[config.mk]
export PLATFORM = sky130hd
export DESIGN_NAME = cau_front
export DESIGN_NICKNAME = d
export VERILOG_FILES = /design/src/hdl/cau_pkg.sv /design/src/hdl/cau_front.sv
export SDC_FILE = /design/constraint.sdc
export NUM_CORES = 1
export LEC_CHECK = 0
export BUFFER_PORTS_ARGS = -buffer_cell sky130_fd_sc_hd__buf_2
export CAP_MARGIN = 40
export CORE_MARGIN = 2
export CORE_UTILIZATION = 30
export DETAILED_ROUTE_END_ITERATION = 10
export GPL_TIMING_DRIVEN = 0
export SYNTH_ARGS = -nofsm -noshare
export SYNTH_HDL_FRONTEND = slang
export SYNTH_SLANG_ARGS = --single-unit
[constraint.sdc]
create_clock -name vclk -period 13.2
set_clock_uncertainty 0.15 [all_clocks]
set_input_delay 0.66 -clock vclk [all_inputs]
set_output_delay 0.66 -clock vclk [all_outputs]
set_load 0.05 [all_outputs]
[src/hdl/cau_pkg.sv]
// Shared types, constants and saturation helper for the complex arithmetic unit.
// Depends on nothing; every other file of the block imports it.
package cau_pkg;

  localparam int DW = 32;        // width of one part, signed fixed point
  localparam int FB = 16;        // fraction bits
  localparam int TW = 16;        // tolerance register width
  localparam int FW = 3;         // function code width
  localparam int PW = 2 * DW;    // full product width
  localparam int RW = PW + 1;    // product sum width
  localparam int NW = PW + FB;   // scaled dividend width
  localparam int IW = NW - DW;   // dividend bits above the quotient bits
  localparam int SW = PW + 2;    // common width fed to the saturator
  localparam int QDEPTH = 4;     // queue depth
  localparam int QAW = $clog2(QDEPTH);

  localparam logic [FW-1:0] FUNC_ADD  = FW'(0);
  localparam logic [FW-1:0] FUNC_SUB  = FW'(1);
  localparam logic [FW-1:0] FUNC_MUL  = FW'(2);
  localparam logic [FW-1:0] FUNC_DIV  = FW'(3);
  localparam logic [FW-1:0] FUNC_CONJ = FW'(4);
  localparam logic [FW-1:0] FUNC_CMP  = FW'(5);

  typedef enum logic [1:0] {
    KIND_SIMPLE = 2'd0,
    KIND_MUL    = 2'd1,
    KIND_DIV    = 2'd2
  } kind_t;

  typedef struct packed {
    logic [DW-1:0] re;
    logic [DW-1:0] im;
    logic          eq;
    logic          sat;
    logic          st;
  } res_t;

  typedef struct packed {
    kind_t                kind;
    logic signed [DW-1:0] a_re;
    logic signed [DW-1:0] a_im;
    logic signed [DW-1:0] b_re;
    logic signed [DW-1:0] b_im;
    res_t                 res;
  } entry_t;

  typedef struct packed {
    logic [DW-1:0] v;
    logic          f;
  } sat_t;

  // clip a wide signed value to the part range
  function automatic sat_t sat_w(input logic signed [SW-1:0] x);
    sat_t r;
    logic  ovf;
    ovf = (x[SW-1:DW-1] != {(SW-DW+1){1'b0}}) && (x[SW-1:DW-1] != {(SW-DW+1){1'b1}});
    r.f = ovf;
    if (!ovf) begin
      r.v = x[DW-1:0];
    end else if (x[SW-1]) begin
      r.v = {1'b1, {(DW-1){1'b0}}};
    end else begin
      r.v = {1'b0, {(DW-1){1'b1}}};
    end
    return r;
  endfunction

endpackage

[src/hdl/cau_front.sv]
// Front end: decodes the function code, finishes add, subtract, conjugate and compare.
// Depends on cau_pkg.
module cau_front import cau_pkg::*; (
  input  logic [FW-1:0]        func,
  input  logic signed [DW-1:0] a_re,
  input  logic signed [DW-1:0] a_im,
  input  logic signed [DW-1:0] b_re,
  input  logic signed [DW-1:0] b_im,
  input  logic [TW-1:0]        tol,
  output entry_t               entry
);

  logic signed [DW:0] add_re, add_im, sub_re, sub_im, neg_im;
  logic [DW:0]        abs_re, abs_im;
  sat_t               s_re, s_im;

  always_comb begin
    add_re = (DW+1)'(a_re) + (DW+1)'(b_re);
    add_im = (DW+1)'(a_im) + (DW+1)'(b_im);
    sub_re = (DW+1)'(a_re) - (DW+1)'(b_re);
    sub_im = (DW+1)'(a_im) - (DW+1)'(b_im);
    neg_im = -(DW+1)'(a_im);
    abs_re = sub_re[DW] ? $unsigned(-sub_re) : $unsigned(sub_re);
    abs_im = sub_im[DW] ? $unsigned(-sub_im) : $unsigned(sub_im);
    s_re   = '0;
    s_im   = '0;

    entry      = '0;
    entry.kind = KIND_SIMPLE;
    entry.a_re = a_re;
    entry.a_im = a_im;
    entry.b_re = b_re;
    entry.b_im = b_im;

    unique case (func)
      FUNC_ADD: begin
        s_re = sat_w(SW'(add_re));
        s_im = sat_w(SW'(add_im));
        entry.res.re  = s_re.v;
        entry.res.im  = s_im.v;
        entry.res.sat = s_re.f | s_im.f;
      end
      FUNC_SUB: begin
        s_re = sat_w(SW'(sub_re));
        s_im = sat_w(SW'(sub_im));
        entry.res.re  = s_re.v;
        entry.res.im  = s_im.v;
        entry.res.sat = s_re.f | s_im.f;
      end
      FUNC_MUL: entry.kind = KIND_MUL;
      FUNC_DIV: entry.kind = KIND_DIV;
      FUNC_CONJ: begin
        s_im = sat_w(SW'(neg_im));
        entry.res.re  = a_re;
        entry.res.im  = s_im.v;
        entry.res.sat = s_im.f;
      end
      FUNC_CMP: begin
        entry.res.eq = (abs_re < (DW+1)'(tol)) && (abs_im < (DW+1)'(tol));
      end
      default: entry.res = '0;
    endcase
  end

endmodule

==> results of run 1 <==
[power groups by stage]
stage	Combinational (uW)	Clock, uW	Sequential [uW]
6_report	1100	0	0
5_1_grt	1190	0	0
4_1_cts	1080	0	0
3_5_place_dp	1080	0	0
3_3_place_gp	1070	0	0
2_1_floorplan	788	0	0
[cells by family after synthesis]
| family | after synthesis |
|---|---|
| compound gates | 716 |
| simple gates | 638 |
| buf+inv | 393 |
| fa+ha+maj | 165 |
| xor+xnor | 137 |
| mux | 11 |
| other cells | 1 |
[Yosys cell counts (7+ instances only)]
| library cell | count | area (um^2) |
|---|---|---|
| buf_6 | 10 | 113 |
| o21ai_1 | 8 | 40.0 |
| a31oi_1 | 14 | 87.6 |
| o21ai_0 | 149 | 746 |
| and3_1 | 21 | 131 |
| or4_1 | 9 | 67.6 |
| a2111oi_0 | 12 | 105 |
| o31ai_1 | 22 | 165 |
| ha_1 | 161 | 2010 |
| nand2_1 | 141 | 529 |
| o21a_1 | 22 | 165 |
| xor2_1 | 32 | 280 |
| buf_4 | 134 | 1010 |
| nor4_1 | 23 | 144 |
| nand4_1 | 22 | 138 |
| nor4_2 | 7 | 87.6 |
| or2_2 | 11 | 68.8 |
| nor2b_1 | 20 | 125 |
| o211ai_1 | 53 | 398 |
| a221o_1 | 30 | 300 |
| and2_1 | 11 | 68.8 |
| or3_1 | 21 | 131 |
| a21oi_1 | 191 | 956 |
| mux2i_1 | 9 | 90.1 |
| o21bai_1 | 28 | 210 |
| nand3_1 | 38 | 190 |
| inv_1 | 160 | 601 |
| xnor2_1 | 104 | 911 |
| clkbuf_1 | 59 | 221 |
| buf_2 | 25 | 125 |
| nand3b_1 | 7 | 52.6 |
| nor2_1 | 180 | 676 |
| o2111ai_1 | 8 | 70.1 |
| a311oi_1 | 8 | 70.1 |
| a211o_1 | 8 | 70.1 |
| a21boi_0 | 8 | 60.1 |
| nor3_1 | 62 | 310 |
| nand2b_1 | 34 | 213 |
| a211oi_1 | 27 | 203 |
| a21o_1 | 33 | 248 |
[final cells by class]
class | instances | area share [%]
multi-input cells | 1668 | 71.6
well taps | 592 | 4.61
repair buffers | 345 | 10.8
plain buffers | 230 | 9.17
inverters | 163 | 3.81
[worst max-delay path: cells and delay by family]
kind,cells,cell delay [ns]
AOI/OAI and AO/OA,13,3.53
xor gates and xnor gates,1,0.15
adders and majority gates,2,0.61
buffers and inverters,5,1.22
and+or+nand+nor,6,1.66
[how the worst max path moves through the flow]
| stage | slack, ns | to | depth (start not counted) |
|---|---|---|---|
| after floorplan | 5.81 | entry[2] | 26 |
| after global placement | 4.70 | entry[2] | 27 |
| after detailed placement | 4.64 | entry[2] | 27 |
| after CTS | 4.61 | entry[2] | 27 |
| after global routing | 4.03 | entry[2] | 27 |
| final | 4.52 | entry[2] | 27 |
[routing by layer]
layer	vias to the layer above	wire [um]	track usage [%]
met5	-	0	0
met4	0	1140	4.09
met3	66	3600	1.33
met2	638	28200	41.9
met1	7648	24600	30.2
li1	8066	-	-
[metrics by stage]
step / std cells / total power [uW] / area, um^2
final: 2998 / 1100 / 16100
after global routing: 2998 / 1190 / 16100
after CTS: 2997 / 1080 / 16000
after detailed placement: 2997 / 1080 / 16000
after global placement: 2994 / 1070 / 16000
after floorplan: 2061 / 788 / 13600
==> impl_results.md, run 1 <==
- Status: complete, no violations
- Mapped Avg Cell Area: 6.59 um^2
- CP required: 12.39 ns
- Total congestion overflow: 0
- Die H: 217 um
- Fmax: 0.115 GHz
- Share of cells above drive strength 1: 23.9%
- Wirelength per Cell: 19.2 um
- Commonest non-fill, non-tap cell in the layout: buf_2
- Combinational family with the most area after synthesis: compound AO/OA/AOI/OAI gates
- Initial antenna violation count: 0
- Die Wd: 217 um
- Hold-fix buffers, CTS: 0
- Combinational Power Share: 100.0%
- Kind of critical path: in2out
- Mux cell area share after synthesis: 0.829%
- Initial Utilization: 30.6%
- Mapped Area: 0.0136 mm^2
- First-pass GRT wire length: 87400 um
- Dpl ws: 4.64 ns
- # clk buffers: 0
- Simple-gate share of the synthesized area: 23.7%
- Synth Area in Adders: 15.4%
- Worst Setup SP: a_im[13]
- Sequential cell area: 0 um^2
- Routed wire length: 57600 um
- Die area: 0.0470 mm^2
- Power share of the sequential group: 0%
- Seq/Total Area, Yosys: 0%
- Hold Path Depth: 3
- P_int: 358 uW
- Static Leak: 0.00744 uW
- Max incr delay on CP: 0.55 ns
- Min Tclk post-route: 8.68 ns
- CP max FO: 10
- Sw Ratio: 67.4%
- Complex-gate fraction of the synthesized area: 35.8%
- Final setup fails: 0
- TNS Setup: 0 ns
- Multi-input logic area: 0.0115 mm^2
- Synth Instances: 2061
- Tcrit/Tclk final: 65.7%
- Inserted Diodes: 0
- Max Cap Viol: 0
- Hold Slack: 1.60 ns
- Switching power: 739 uW
- RSZ-0062 raised after global routing: false
- Nets: 2720
- Yosys warns: 0
- Leading cell types in the layout, fill and taps excluded: 368 x buf_2, 191 x a21oi_1, 180 x nor2_1, 161 x ha_1, 160 x inv_1
- CP Launch Type: input port
- Data arrival, critical path: 7.87 ns
- Iteration-0 DRC Markers: 1420
- DPL Wire Length: 48700 um
- Vias: 16400
- First drt pass iteration count: 6
- Tot GR Track Use: 23.0%
- PostCTS Resize Cnt: 0
- FF+latch count: 0
- Peak supply drop: 0.0347 mV
- Ports: 344
- Slew Viols, Final: 0
- Routed Antenna Nets: 0
- Vias in the first global route: 15300
- CP most frequent cell: buf_2
- DRC Markers: 0
- Pwr dens: 68.3 mW/mm^2
- Post CTS Setup Buffer Count: 0
- FILL cells: 4890
- Core area: 0.0444 mm^2
- Synth-to-Final Area Change: 18.2%
- Hold Path Origin: b_re[18]
- Hold Path Class: in2out
- Slew margin rel.: 34.1%
- Clock Power Share: 0%
- Core Rows: 77
- Hold Path End: entry[117]
- Final Core Density: 36.1%
- Worst Setup End Kind: output pin
- Yosys cell types: 105
- # port buffers: 341
- Gpl congestion: 0.968
- Fin. Hold Viols: 0
- Post-synthesis xor/xnor area fraction: 8.89%
- CP max-delay cell: a2bb2oi_2
- Final WS setup: 4.52 ns
- Slew @ Worst Pin: 0.976 ns
- Drt via density: 5.48
- Largest net degree at the start of global routing: 11
- Mapped Nets: 2373
No activity file was read; power rests on OpenSTA's default activity.
==> run 2: changes to the inputs <==
- clock period: 13.2 -> 8.5 ns (I/O delays scaled with it)
==> run 2 against run 1 <==
Net effect:
- sequential share of layout area stayed put
- hold slack worse by 0.47 ns
- sequential cell count stayed put
- critical path depth stayed put
- count of clock-buffer cells in the layout stayed put
- die area stayed put
- total power is 55% higher
- critical path type unchanged
- critical endpoint unchanged
- largest cell class unchanged
==> impl_results.md, run 2 (synthesized netlist as in run 1, its figures left out) <==
- Final WS setup: 0.573 ns
- Kind of critical path: in2out
- Initial Utilization: 30.6%
- CP Launch Type: input port
- Tot GR Track Use: 23.0%
- Ports: 344
- Data arrival, critical path: 7.35 ns
- Peak supply drop: 0.0538 mV
- Core Rows: 77
- Die H: 217 um
- Total congestion overflow: 0
- Initial antenna violation count: 0
- Iteration-0 DRC Markers: 1297
- # port buffers: 341
- Static Leak: 0.00744 uW
- Status: complete, no violations
- # clk buffers: 0
- Synth-to-Final Area Change: 18.3%
- Final setup fails: 0
- Worst Setup End Kind: output pin
- Nets: 2720
- First drt pass iteration count: 5
- Worst Setup SP: a_im[13]
- DPL Wire Length: 48700 um
- Fin. Hold Viols: 0
- TNS Setup: 0 ns
- Slew Viols, Final: 0
- FF+latch count: 0
- CP max FO: 10
- Pwr dens: 106 mW/mm^2
- Routed wire length: 57600 um
- Hold Path Class: in2out
- Vias: 16400
- Routed Antenna Nets: 0
- DRC Markers: 0
- CP required: 7.93 ns
- Die area: 0.0470 mm^2
- Tcrit/Tclk final: 93.3%
- Slew margin rel.: 32.8%
- Min Tclk post-route: 7.93 ns
- Sequential cell area: 0 um^2
- Dpl ws: 0.406 ns
- Placed cell count: 2997
- Core area: 0.0444 mm^2
- Inserted Diodes: 0
- Die Wd: 217 um
- Leading cell types in the layout, fill and taps excluded: 368 x buf_2, 191 x a21oi_1, 180 x nor2_1, 161 x ha_1, 160 x inv_1
- Share of cells above drive strength 1: 23.9%
- Hold-fix buffers, CTS: 0
- Slew @ Worst Pin: 1.01 ns
- Vias in the first global route: 15300
- Drt via density: 5.48
- Worst setup endpoint: entry[2]
- First-pass GRT wire length: 87400 um
- Fin cells: 2998
- Max Cap Viol: 0
- Hold Slack: 1.13 ns
- Largest net degree at the start of global routing: 11
- RSZ-0062 raised after global routing: false
- Commonest non-fill, non-tap cell in the layout: buf_2
- Wirelength per Cell: 19.2 um
- Gpl congestion: 0.968
- Hold Path Depth: 3
- Fmax: 0.126 GHz
[run 2: per-stage QoR]
step                area, um^2  total power, uW  utilization [%]
floorplan                13600             1220                -
global placement         16000             1660             36.1
detailed placement       16000             1680             36.1
CTS                      16000             1680             36.1
global route             16100             1850             36.2
finish                   16100             1700             36.2
[run 2: area by class of cell]
type                            instances  area [um^2]
Multi-Input combinational cell       1668        11500
Tap cell                              592          741
Fill cell                            4889        28300
Timing Repair Buffer                  345         1730
Inverter                              163          612
Buffer                                230         1470
[run 2: worst min path at each step]
stage | from | end | slack [ns]
CTS | b_re[13] | entry[112] | 1.13
global placement | b_re[18] | entry[117] | 1.13
detailed placement | b_re[13] | entry[112] | 1.13
floorplan | b_re[1] | entry[100] | 0.87
global route | b_im[17] | entry[84] | 1.14
finish | b_re[18] | entry[117] | 1.13
[run 2: report_power, final]
group / switching, uW / internal [uW]
clock: 0 / 0
sequential: 0 / 0
combinational: 1150 / 557
[run 2: layer usage]
layer  wire (um)  up-vias  GRT usage [%]
met5           0        -              0
met4        1210        0           4.09
met3        3430       67           1.33
met2       28100      632           41.9
met1       24800     7655           30.2
li1            -     8061              -
[run 2: repair_timing]
action,in CTS,in global routing
endpoints found under the setup margin,0,1
setup buffers,0,0
endpoints found under the hold margin,0,0
gates resized for setup,0,2
[run 2: critical path, cell delays in order]
cell	delay [ns]
buf_2	0.13
ha_1	0.29
buf_2	0.17
a21o_1	0.21
a21o_1	0.23
o32ai_1	0.48
a31oi_1	0.26
o31ai_4	0.42
a2bb2oi_4	0.38
buf_6	0.21
clkbuf_1	0.33
nand2_1	0.11
xnor2_1	0.15
ha_1	0.32
a2111oi_0	0.45
nor3_1	0.11
o21ai_0	0.09
a31oi_1	0.08
o21ai_0	0.19
and3_1	0.20
o311a_1	0.18
o2111ai_1	0.11
or4_1	0.55
nor4_2	0.19
o2111ai_1	0.20
nor4_2	0.50
buf_2	0.36
