**src/hdl/cau_pkg.sv**
```systemverilog
// Shared types, constants and saturation helper for the complex arithmetic unit.
// Depends on nothing; every other file of the block imports it.
package cau_pkg;

  localparam int DW = 32;        // width of one part, signed fixed point
  localparam int FB = 16;        // fraction bits
  localparam int TW = 16;        // tolerance register width
  localparam int FW = 3;         // function code width
  localparam int PW = 2 * DW;    // full product width
  localparam int RW = PW + 1;    // product sum width
  localparam int NW = PW + FB;   // scaled dividend width
  localparam int IW = NW - DW;   // dividend bits above the quotient bits
  localparam int SW = PW + 2;    // common width fed to the saturator
  localparam int QDEPTH = 4;     // queue depth
  localparam int QAW = $clog2(QDEPTH);

  localparam logic [FW-1:0] FUNC_ADD  = FW'(0);
  localparam logic [FW-1:0] FUNC_SUB  = FW'(1);
  localparam logic [FW-1:0] FUNC_MUL  = FW'(2);
  localparam logic [FW-1:0] FUNC_DIV  = FW'(3);
  localparam logic [FW-1:0] FUNC_CONJ = FW'(4);
  localparam logic [FW-1:0] FUNC_CMP  = FW'(5);

  typedef enum logic [1:0] {
    KIND_SIMPLE = 2'd0,
    KIND_MUL    = 2'd1,
    KIND_DIV    = 2'd2
  } kind_t;

  typedef struct packed {
    logic [DW-1:0] re;
    logic [DW-1:0] im;
    logic          eq;
    logic          sat;
    logic          st;
  } res_t;

  typedef struct packed {
    kind_t                kind;
    logic signed [DW-1:0] a_re;
    logic signed [DW-1:0] a_im;
    logic signed [DW-1:0] b_re;
    logic signed [DW-1:0] b_im;
    res_t                 res;
  } entry_t;

  typedef struct packed {
    logic [DW-1:0] v;
    logic          f;
  } sat_t;

  // clip a wide signed value to the part range
  function automatic sat_t sat_w(input logic signed [SW-1:0] x);
    sat_t r;
    logic  ovf;
    ovf = (x[SW-1:DW-1] != {(SW-DW+1){1'b0}}) && (x[SW-1:DW-1] != {(SW-DW+1){1'b1}});
    r.f = ovf;
    if (!ovf) begin
      r.v = x[DW-1:0];
    end else if (x[SW-1]) begin
      r.v = {1'b1, {(DW-1){1'b0}}};
    end else begin
      r.v = {1'b0, {(DW-1){1'b1}}};
    end
    return r;
  endfunction

endpackage

```
**src/hdl/cau_fifo.sv**
```systemverilog
// Short queue of decoded words between the front end and the arithmetic pipeline.
// Depends on cau_pkg.
module cau_fifo import cau_pkg::*; (
  input  logic   clk,
  input  logic   rst,
  input  logic   wr_valid,
  output logic   wr_ready,
  input  entry_t wr_data,
  output logic   rd_valid,
  input  logic   rd_ready,
  output entry_t rd_data
);

  entry_t         mem [QDEPTH];
  logic [QAW-1:0] wr_ptr, rd_ptr;
  logic [QAW:0]   count;
  logic           do_wr, do_rd;

  assign wr_ready = (count != (QAW+1)'(QDEPTH));
  assign rd_valid = (count != '0);
  assign rd_data  = mem[rd_ptr];
  assign do_wr    = wr_valid && wr_ready;
  assign do_rd    = rd_valid && rd_ready;

  always_ff @(posedge clk) begin
    if (rst) begin
      wr_ptr <= '0;
      rd_ptr <= '0;
      count  <= '0;
    end else begin
      if (do_wr) wr_ptr <= wr_ptr + 1'b1;
      if (do_rd) rd_ptr <= rd_ptr + 1'b1;
      if (do_wr && !do_rd) count <= count + 1'b1;
      else if (do_rd && !do_wr) count <= count - 1'b1;
    end
  end

  always_ff @(posedge clk) begin
    if (do_wr) mem[wr_ptr] <= wr_data;
  end

endmodule

```
**config.mk**
```make
export PLATFORM = sky130hd
export DESIGN_NAME = cau_fifo
export DESIGN_NICKNAME = d
export VERILOG_FILES = /design/src/hdl/cau_pkg.sv /design/src/hdl/cau_fifo.sv
export SDC_FILE = /design/constraint.sdc
export NUM_CORES = 1
export LEC_CHECK = 0
export ABC_AREA = 1
export BUFFER_PORTS_ARGS = -buffer_cell sky130_fd_sc_hd__buf_2
export CORE_ASPECT_RATIO = 0.6
export CORE_MARGIN = 2
export CORE_UTILIZATION = 39
export DETAILED_ROUTE_END_ITERATION = 8
export MAX_ROUTING_LAYER = met4
export PLACE_DENSITY = 0.6
export RECOVER_POWER = 25
export SLEW_MARGIN = 20
export SYNTH_ARGS = -nofsm -noshare
export SYNTH_HDL_FRONTEND = slang
export SYNTH_SLANG_ARGS = --single-unit
export TNS_END_PERCENT = 20
```
**constraint.sdc**
```tcl
create_clock -name clk -period 25.9 [get_ports clk]
set_input_delay 5.18 -clock clk [delete_from_list [all_inputs] [get_ports clk]]
set_output_delay 5.18 -clock clk [all_outputs]
set_load 0.005 [all_outputs]
```
==> key figures, run 1 <==
Status
  • Status: completed

Floorplan
  • Initial Util: 39.42%
  • Std-Cell Rows: 78
  • Width of the die: 360.7 um
  • DIE AREA: 78650 um2
  • I/O pins: 400
  • Die Span Y: 218.0 um
  • Core Region: 75540 um2

Layout
  • Multi-input gate area: 4961 um2
  • Layout net count: 2548
  • Layout Cell Area excl Fill: 34800 um2
  • Ratio of cells with drive above 1 in the final layout: 16.99%
  • # fillers: 6632
  • Layout area overhead: 16.86%
  • Sequential cell area: 23850 um2

Clock network
  • Sink Count: 797
  • Clock Tree Buf Depth: 3
  • # Post-CTS Setup Buffers: 0
  • Post-CTS Hold Buffers: 0
  • Root buffer selected by CTS: clkbuf_16
  • Htree depth: 3
  • CTS Buf Count: 75
  • Worst-path clk slew: 60 ps
  • CTS-repair resized insts: 0
  • CTS tree: built
  • Worst-Skew Late Latency: 610 ps

Timing
  • RSZ-0062 raised after global routing: false
  • Setup TNS: 0 ps
  • Worst rel slew slack: 26.41%
  • Slew Viols, Final: 0
  • Final period util: 36.39%
  • Tightest hold margin: 508.9 ps
  • Fin crit period: 9425 ps
  • Setup violations, final: 0
  • Worst clock skew: 16.85 ps
  • FMAX: 106.1 MHz
  • Final hold vios: 0
  • Tightest Pin Transition: 1104 ps

Yosys
  • Post-Synthesis Cells: 1973
  • Syn_nets: 2180
  • Synthesized cell area: 29780 um2
  • Syn avg cell area: 15.09 um2
  • Area share of the leading cell type in the synthesized netlist: 79.47%
  • Register area share after synthesis: 80.07%
  • Top post-synthesis cells by area: edfxtp_1, nor2_1, o21ai_0
  • Warnings from Yosys: 0
  • Netlist cell types: 22
  • Synth area leader: edfxtp_1
  • Flops & latches, synth: 797

Hold path
  • Worst Hold Class: reg -> reg

Worst setup path
  • CP max FO: 196
  • CP arrival: 4240 ps
  • Critical path type: reg -> out
  • CP Launch Type: register
  • Crit. End Element: output pin
  • Crit path required time: 20720 ps

Global route
  • Largest net degree at the start of global routing: 222
  • Vias in the first global route: 17047
  • First-pass GRT wire length: 101900 um
  • Gr ovfl total: 0
  • GRT Util Overall: 17.38%
  • Initial antenna violation count: 11

Placed design
  • Placed cell area: 32330 um2
  • Post-DP HPWL: 38440 um
  • Port buffer count: 399
  • Placer congestion estimate: 0.7757

Route
  • Drt total wl: 68030 um
  • Initial DRC count: 1397
  • DRT Pass-1 Iters: 7
  • Via count: 17575
  • DR vias/cell: 5.146
  • Wire length per cell: 19.92 um
  • # DRC: 0
  • Final ANT Viol Nets: 0

Power and ir drop
  • Maximum resistive drop on vdd: 0.04867 mV
  • Total power: 3.474 mW
  • Leakage Power: 11.66 nW
  • P per Cell Area: 99.84 nW/um2

Run
  • Number of max-cap violations: 0
==> power by group <==
group          internal [mW]  switching (mW)  leakage (nW)
Combinational          0.242           0.487          3.11
Sequential              1.57          0.0420          7.29
Clock                  0.664           0.471          1.26
Total                   2.47            1.00          11.7
==> cell usage in the layout (no fill, tap or decap), types with 14 or more instances in the layout <==
cell       Yosys  routed
buf_2         24     268
buf_4          1      19
clkbuf_1      46     141
clkbuf_16      0      76
clkinv_1       0      17
diode_2        0      14
edfxtp_1     788     788
inv_1         14      14
nand2_1       15      15
nor2_1       408     404
o21ai_0      263     263
o21ai_1      132     132
o22ai_1      197     197
==> per-layer routing <==
metal | up-vias | GRT usage (%) | wire length (um)
met2 | 432 | 27.85 | 33050
met4 | 0 | 4.059 | 1138
met5 | - | - | 0
met1 | 8807 | 22.28 | 29380
li1 | 8247 | - | -
met3 | 89 | 4.548 | 4460
==> synth_stat cells, drive strengths merged <==
master / n
a21oi: 3
buf: 72
clkbuf: 58
clkinv: 1
dfxtp: 9
edfxtp: 788
fa: 1
ha: 5
inv: 15
nand2: 15
nand3: 4
nand3b: 1
nor2: 408
o21ai: 395
o22ai: 197
xor2: 1
==> sequential cells by signal, indices dropped and copies added, names as in the netlist, named ones only <==
register,count
mem,788
wr_ptr,2
count,3
rd_ptr,2
==> cells by family (layout without fill, tap and decap cells) <==
logic type | after synthesis | count (layout) | share of synthesized area (%)
xor+xnor | 1 | 1 | 0.02942
fa+ha+maj | 6 | 6 | 0.2773
simple gates | 428 | 428 | 5.425
other cells | 0 | 14 | 0
buf+inv | 146 | 574 | 3.366
compound gates | 595 | 595 | 10.83
flops | 797 | 797 | 80.07
==> stage by stage <==
| stage | util [%] | setup WS [ps] | instances |
|---|---|---|---|
| after floorplan | - | 11680 | 1973 |
| after global placement | 42.76 | 17120 | 3262 |
| after detailed placement | 42.80 | 17040 | 3263 |
| after CTS | 46.20 | 16360 | 3400 |
| after global routing | 46.06 | 16170 | 3412 |
| final | 46.07 | 16480 | 3415 |
==> layout make-up <==
class                           count  area share (%)
Clock buffer                       86           5.573
Multi-Input combinational cell   1030           14.26
Tap cell                         1000           3.596
Clock inverter                     51           1.809
Timing Repair Buffer              421           5.893
Antenna cell                       14          0.1007
Sequential cell                   797           68.54
Inverter                           16          0.2301
==> final timing paths <==
path | from | endpoint | slack [ps] | cells after the start
max | register | rd_data[130] | 16480 | 6
min | rd_ptr[1] | register | 510 | 2
min reg2reg | rd_ptr[1] | register | 510 | 2
max reg2reg | count[0] | mem[1][131] | 21940 | 6
==> worst max-delay path: stages, from the launching register on <==
cell,delay (ps)
dfxtp_4,710
buf_12,620
buf_4,610
buf_4,800
o21ai_0,200
o22ai_1,340
buf_2,180
No activity file was read; power rests on OpenSTA's default activity.
==> run 2: changes to the inputs <==
--- a/config.mk
+++ b/config.mk
@@ -5,14 +5,14 @@
 export SDC_FILE = /design/constraint.sdc
 export NUM_CORES = 1
 export LEC_CHECK = 0
-export ABC_AREA = 1
+export ABC_AREA = 0
 export BUFFER_PORTS_ARGS = -buffer_cell sky130_fd_sc_hd__buf_2
 export CORE_ASPECT_RATIO = 0.6
 export CORE_MARGIN = 2
 export CORE_UTILIZATION = 39
 export DETAILED_ROUTE_END_ITERATION = 8
 export MAX_ROUTING_LAYER = met4
-export PLACE_DENSITY = 0.6
+export PLACE_DENSITY = 0.62
 export RECOVER_POWER = 25
 export SLEW_MARGIN = 20
 export SYNTH_ARGS = -nofsm -noshare
==> constraint.sdc (replaced) <==
create_clock -name clk -period 8.35 [get_ports clk]
set_input_delay 1.67 -clock clk [delete_from_list [all_inputs] [get_ports clk]]
set_output_delay 1.67 -clock clk [all_outputs]
set_load 0.005 [all_outputs]
==> run 2 against run 1 <==
Global-route usage decreased by 2.2 points; register-to-register slack got worse by 17000 ps; sequential power increased to 3.1 times the previous value.
==> key figures, run 2 <==
Clock network
  • CTS tree: built
  • Htree depth: 3 (unchanged)
  • Root buffer selected by CTS: clkbuf_16
  • Worst-Skew Late Latency: 610 ps (about the same)
  • Worst-path clk slew: 60 ps (about the same)
  • Clock Tree Buf Depth: 3 (unchanged)
  • Post-CTS Hold Buffers: 0 (unchanged)
  • Sink Count: 797 (unchanged)
  • CTS-repair resized insts: 0 (unchanged)
  • CTS Buf Count: 73 (-2.7%)
  • # Post-CTS Setup Buffers: 0 (unchanged)

Worst setup path
  • Slowest cell on crit path: buf_4
  • CP max stage delay: 800 ps (about the same)
  • CP arrival: 2760 ps (-1480 ps)
  • Critical path type: reg -> out
  • CP max FO: 68 (-65%)
  • CP Buf/Inv Count: 2 (-2)
  • CP Launch Type: register
  • WP depth: 3 (-3)
  • Crit. End Element: output pin
  • Crit-path leading delay family: buffers and inverters
  • CP cell instances: buf_4, mux4_2, buf_2
  • R2R Path Start: count[0]
  • Reg2reg end: mem[1][135]
  • Crit path required time: 6680 ps (-14040 ps)
  • Reg2reg setup slack: 5320 ps (-16620 ps)
  • R2r worst-path depth: 4 (-2)
  • Worst Setup EP: rd_data[114]

Global route
  • Vias in the first global route: 13486 (-21%)
  • Largest net degree at the start of global routing: 117 (-47%)
  • First-pass GRT wire length: 84390 um (-17%)
  • Gr ovfl total: 0 (unchanged)
  • Initial antenna violation count: 10 (-1)
  • GRT Util Overall: 15.19% (-2.2 points)

Route
  • Drt total wl: 56170 um (-17%)
  • Wire length per cell: 21.83 um (+9.6%)
  • DRT Pass-1 Iters: 7 (unchanged)
  • Final ANT Viol Nets: 0 (unchanged)
  • DR vias/cell: 4.959 (-3.6%)
  • Via count: 12760 (-27%)
  • # DRC: 0 (unchanged)
  • Initial DRC count: 916 (-34%)

Timing
  • RSZ-0062 raised after global routing: false
  • Setup WS post-layout: 3924 ps (-12550 ps)
  • Fin crit period: 4426 ps
  • Final period util: 53.01%
  • Tightest hold margin: 519.1 ps (+10.23 ps)
  • Tightest Pin Transition: 1054 ps (-49.37 ps)
  • Final hold vios: 0 (unchanged)
  • Worst rel slew slack: 29.70% (+3.3 points)
  • Slew Viols, Final: 0 (unchanged)
  • Setup TNS: 0 ps (unchanged)
  • Worst clock skew: 19.36 ps (+2.519 ps)
  • FMAX: 225.9 MHz
  • Setup violations, final: 0 (unchanged)

Layout
  • # fillers: 6065 (-8.5%)
  • Layout Cell Area excl Fill: 34310 um2 (-1.4%)
  • Multi-input gate area: 4717 um2 (-4.9%)
  • Largest registers: mem (788), count (3)
  • Fin cells: 2573 (-25%)
  • Max FFs per register: 788 (unchanged)
  • Layout net count: 1727 (-32%)
  • Ratio of cells with drive above 1 in the final layout: 37.69% (+21 points)
  • Largest register by flop count: mem
  • Most frequent cells in the layout: edfxtp_1, buf_2, mux4_2
  • Layout area overhead: 18.83%
  • Sequential cell area: 23850 um2 (unchanged)
  • Most common cell after layout, fill and taps aside: edfxtp_1

Floorplan
  • Core Region: 73510 um2 (-2.7%)
  • Std-Cell Rows: 77 (-1.3%)
  • Initial Util: 39.28% (-0.14 points)
  • I/O pins: 400 (unchanged)
  • DIE AREA: 76310 um2 (-3.0%)
  • Die Span Y: 214.8 um (-1.5%)
  • Width of the die: 355.3 um (-1.5%)

Yosys
  • Synthesized cell area: 28880 um2 (-3.0%)
  • Syn_nets: 1284 (-41%)
  • Warnings from Yosys: 0 (unchanged)
  • Leading register cell type out of synthesis: edfxtp_1
  • Syn avg cell area: 26.81 um2 (+78%)
  • Area share of the leading cell type in the synthesized netlist: 81.94% (+2.5 points)
  • Share of flip-flops with an asynchronous set or reset: 0% (unchanged)
  • Number of enable flip-flop cells after synthesis: 788 (unchanged)
  • Post-Synthesis Cells: 1077 (-45%)
  • Top post-synthesis cells by area: edfxtp_1, mux4_2, dfxtp_1
  • Top cells by count, synth: edfxtp_1, mux4_2, buf_2
  • Synth area leader: edfxtp_1
  • Netlist cell types: 22 (unchanged)
  • Most common cell in the netlist: edfxtp_1
  • Register area share after synthesis: 82.57% (+2.5 points)
  • Flops & latches, synth: 797 (unchanged)

Power and ir drop
  • Leakage Power: 10.98 nW (-5.9%)
  • Internal: 7.919 mW (+220%)
  • Logic pwr share: 20.9% (about the same)
  • P per Cell Area: 307.1 nW/um2 (+210%)
  • Net Sw Frac: 24.85% (-3.9 points)
  • Clock share of power: 32.1% (-0.6 points)
  • P_sw: 2.619 mW (+160%)
  • Register share of total power: 47.0% (+0.6 points)
  • Maximum resistive drop on vdd: 0.2326 mV (+380%)

Status
  • Status: completed

Placed design
  • Post-DP HPWL: 31990 um (-17%)
  • Placed cell area: 31980 um2 (-1.1%)
  • Placement Setup Slack: 4058 ps (-12980 ps)
  • Port buffer count: 399 (unchanged)
  • Placer congestion estimate: 0.7088 (-8.6%)
  • Number of cells after detailed placement: 2431 (-25%)

Hold path
  • Worst Hold Class: reg -> reg

Run
  • Number of max-cap violations: 0 (unchanged)
run 2: power groups by stage:
stage          Sequential (mW)  Clock (mW)  Combinational (mW)
2_1_floorplan             5.08           0                1.41
3_3_place_gp              5.02           0                2.27
3_5_place_dp              5.05           0                2.28
4_1_cts                   4.96        3.48                2.29
5_1_grt                   4.99        3.63                2.39
6_report                  4.95        3.38                2.20
run 2: cell families after synthesis:
family,after synthesis,share of synthesized area (%)
buffers and inverters,48,1.131
XOR/XNOR,4,0.1213
adder cells (fa/ha/maj),6,0.2860
multiplexers,200,15.47
AND/OR/NAND/NOR,17,0.2903
flip-flops,797,82.57
AO/OA/AOI/OAI,5,0.1300
run 2: layout make-up:
type,count,share of cell area [%]
Sequential cell,797,69.51
Multi-Input combinational cell,232,13.75
Timing Repair Buffer,413,5.929
Clock buffer,92,5.747
Tap cell,987,3.599
Clock inverter,39,1.367
Antenna cell,10,0.07293
Inverter,3,0.03282
run 2: how the worst min path moves through the flow:
stage          startpoint        end  slack, ps  depth (start not counted)
2_1_floorplan   wr_ptr[1]  wr_ptr[1]        480                          2
3_3_place_gp    wr_ptr[1]  wr_ptr[1]        510                          2
3_5_place_dp    wr_ptr[1]  wr_ptr[1]        510                          2
4_1_cts         wr_ptr[1]  wr_ptr[1]        520                          2
5_1_grt         rd_ptr[0]  rd_ptr[0]        580                          2
6_report        wr_ptr[1]  wr_ptr[1]        520                          2
run 2: through the flow:
step	utilization, %	power, mW
CTS	46.83	10.73
global placement	43.51	7.292
global route	46.68	11.02
floorplan	-	6.487
detailed placement	43.51	7.323
finish	46.68	10.54
run 2: per-layer routing:
| metal | share of wire [%] | global-route usage (%) |
|---|---|---|
| met2 | 47 | 22.61 |
| met4 | 1.8 | 3.799 |
| met1 | 43 | 20.07 |
| met5 | 0 | - |
| met3 | 8.2 | 5.308 |
run 2: worst register-to-register path, cell delays in order (launching register included):
cell and delay, ps:
dfxtp_1 480, nor2_1 110, a21boi_2 340, and2_4 870
buf_4 800
==> run 3: changes to the inputs <==
--- a/config.mk
+++ b/config.mk
@@ -5,7 +5,7 @@
 export SDC_FILE = /design/constraint.sdc
 export NUM_CORES = 1
 export LEC_CHECK = 0
-export ABC_AREA = 0
+export ABC_AREA = 1
 export BUFFER_PORTS_ARGS = -buffer_cell sky130_fd_sc_hd__buf_2
 export CORE_ASPECT_RATIO = 0.6
 export CORE_MARGIN = 2
==> constraint.sdc (replaced) <==
create_clock -name clk -period 3.6 [get_ports clk]
set_input_delay 0.72 -clock clk [delete_from_list [all_inputs] [get_ports clk]]
set_output_delay 0.72 -clock clk [all_outputs]
set_load 0.005 [all_outputs]
==> run 3 against run 2 <==
Wire length rose by 22%; count of clock-buffer cells in the layout rose by 4; largest cell class unchanged; clock skew is 5.8 ps higher; critical path type unchanged; critical path depth rose by 2; total power increased by 140%; die area up 3.1%; largest power group unchanged; sequential power rose by 130%; setup slack got worse by 3700 ps; via count rose by 39%; first-iteration DRC count grew 45%; design area is 2.1% higher; global-route usage up 2.1 points.
==> key figures, run 3 (synthesis results as in run 1) <==
Layout
  • Most frequent cells in the layout: edfxtp_1, nor2_1, buf_2
  • Layout area overhead: 17.61%
  • Max FFs per register: 788 (unchanged)
  • Largest register by flop count: mem
  • Ratio of cells with drive above 1 in the final layout: 17.56% (-20 points)
  • Most common cell after layout, fill and taps aside: edfxtp_1
  • Largest registers: mem (788), count (3)
  • # fillers: 6559 (+8.1%)
  • Post-layout util: 46.36% (-0.32 points)
  • Sequential cell area: 23850 um2 (unchanged)
  • Multi-input gate area: 4977 um2 (+5.5%)
  • Fin cells: 3436 (+34%)
  • Layout net count: 2567 (+49%)

Worst setup path
  • CP max FO: 106 (+56%)
  • CP max stage delay: 500 ps (-300 ps)
  • CP cell instances: inv_12, buf_12, nor2_1, o22ai_1, buf_2
  • CP arrival: 2630 ps (-130 ps)
  • Critical path type: reg -> out
  • Slowest cell on crit path: dfxtp_4
  • CP Launch Type: register
  • R2R Path Start: count[0]
  • Crit path required time: 2880 ps (-3800 ps)
  • Crit. End Element: output pin

Timing
  • Tightest Pin Transition: 862.4 ps (-192.1 ps)
  • RSZ-0062 raised after global routing: false
  • Final hold vios: 0 (unchanged)
  • FMAX: 298.4 MHz
  • Worst clock skew: 25.16 ps (+5.800 ps)
  • Slew Viols, Final: 0 (unchanged)
  • Setup violations, final: 0 (unchanged)
  • Worst rel slew slack: 42.50% (+13 points)
  • Fin crit period: 3352 ps
  • Final period util: 93.10%
  • Tightest hold margin: 323.9 ps (-195.2 ps)

Clock network
  • CTS-repair resized insts: 0 (unchanged)
  • Htree depth: 3 (unchanged)
  • Worst-path clk slew: 60 ps (about the same)
  • Root buffer selected by CTS: clkbuf_16
  • CTS tree: built
  • Worst-Skew Late Latency: 610 ps (about the same)
  • Post-CTS Hold Buffers: 0 (unchanged)
  • Sink Count: 797 (unchanged)
  • Clock Tree Buf Depth: 3 (unchanged)
  • # Post-CTS Setup Buffers: 0 (unchanged)
  • CTS Buf Count: 76 (+4.1%)

Run
  • Number of max-cap violations: 0 (unchanged)

Route
  • Wire length per cell: 19.97 um (-8.5%)
  • Via count: 17716 (+39%)
  • Initial DRC count: 1330 (+45%)
  • # DRC: 0 (unchanged)
  • DR vias/cell: 5.156 (+4.0%)
  • Drt total wl: 68630 um (+22%)
  • DRT Pass-1 Iters: 5 (-2)
  • Final ANT Viol Nets: 0 (unchanged)

Placed design
  • Number of cells after detailed placement: 3282 (+35%)
  • Post-DP HPWL: 39720 um (+24%)
  • Port buffer count: 399 (unchanged)
  • Placer congestion estimate: 0.7507 (+5.9%)

Floorplan
  • Width of the die: 360.7 um (+1.5%)
  • I/O pins: 400 (unchanged)
  • Std-Cell Rows: 78 (+1.3%)
  • Die Span Y: 218.0 um (+1.5%)
  • DIE AREA: 78650 um2 (+3.1%)
  • Initial Util: 39.42% (+0.14 points)
  • Core Region: 75540 um2 (+2.8%)

Power and ir drop
  • Total power: 24.85 mW (+140%)
  • P per Cell Area: 709.7 nW/um2 (+130%)
  • Maximum resistive drop on vdd: 0.4067 mV (+75%)
  • Leakage Power: 11.76 nW (+7.2%)

Global route
  • Vias in the first global route: 17286 (+28%)
  • Gr ovfl total: 0 (unchanged)
  • Initial antenna violation count: 16 (+6)
  • GR Util met3: 5.007% (-0.30 points)
  • Grt met2 use: 27.23% (+4.6 points)
  • First-pass GRT wire length: 101200 um (+20%)
  • GRT Util Overall: 17.32% (+2.1 points)
  • Largest net degree at the start of global routing: 147 (+26%)
  • GR Layer Usage met1: 21.91% (+1.8 points)
  • Gr busiest metal: met2

Status
  • Status: completed

Hold path
  • Hold_sp: rst
  • Worst Hold Class: in -> reg
==> run 3: changes by cell type in the layout (fill, tap and decap cells not counted), sizes merged, moves of 6 or more <==
cell   before  now
nand2       1   15
mux4      197    0
diode      10   16
o21ai       1  395
inv         4   18
buf       283  314
nor2        8  408
o22ai       0  197
==> run 3: cell type report <==
cell class | count | share of cell area (%)
flip-flops and latches | 797 | 68.10
multi-input cells | 1030 | 14.21
repair buffers | 439 | 6.756
clock buffers | 96 | 5.766
well taps | 1000 | 3.573
clock inverters | 42 | 1.254
inverters | 16 | 0.2215
diodes | 16 | 0.1143
==> run 3: per-layer routing <==
layer	vias up	share of wire (%)
li1	8290	-
met1	8853	43
met2	472	48
met3	101	6.9
met4	0	2.2
met5	-	0
==> run 3: worst paths after layout <==
| path | end | slack [ps] | cells after the start |
|---|---|---|---|
| setup / recovery | rd_data[129] | 250 | 5 |
| hold / removal | register | 320 | 2 |
| hold reg to reg | register | 510 | 2 |
| setup reg to reg | mem[3][42] | 1390 | 5 |
==> run 3: worst max-delay path, delay by kind of cell, from the launching register on <==
kind / cells / cell delay [ps]
flops: 1 / 500
compound gates: 1 / 230
buf+inv: 3 / 950
simple gates: 1 / 120
==> run 3: where the power goes <==
part / internal [mW] / total, mW / switching [mW]
clock network: 4.57 / 7.89 / 3.32
logic: 1.84 / 5.43 / 3.59
registers: 11.3 / 11.5 / 0.260
total: 17.7 / 24.9 / 7.17
==> run 3: per-stage QoR <==
step                      instance area [um2]  setup slack [ps]  TNS [ps]
final                                   35020             248.4         0
after detailed placement                32680             887.2         0
after CTS                               35140             195.8         0
after global placement                  32680             925.1         0
after floorplan                         29820            -556.4   -427810
after global routing                    35020             82.38         0
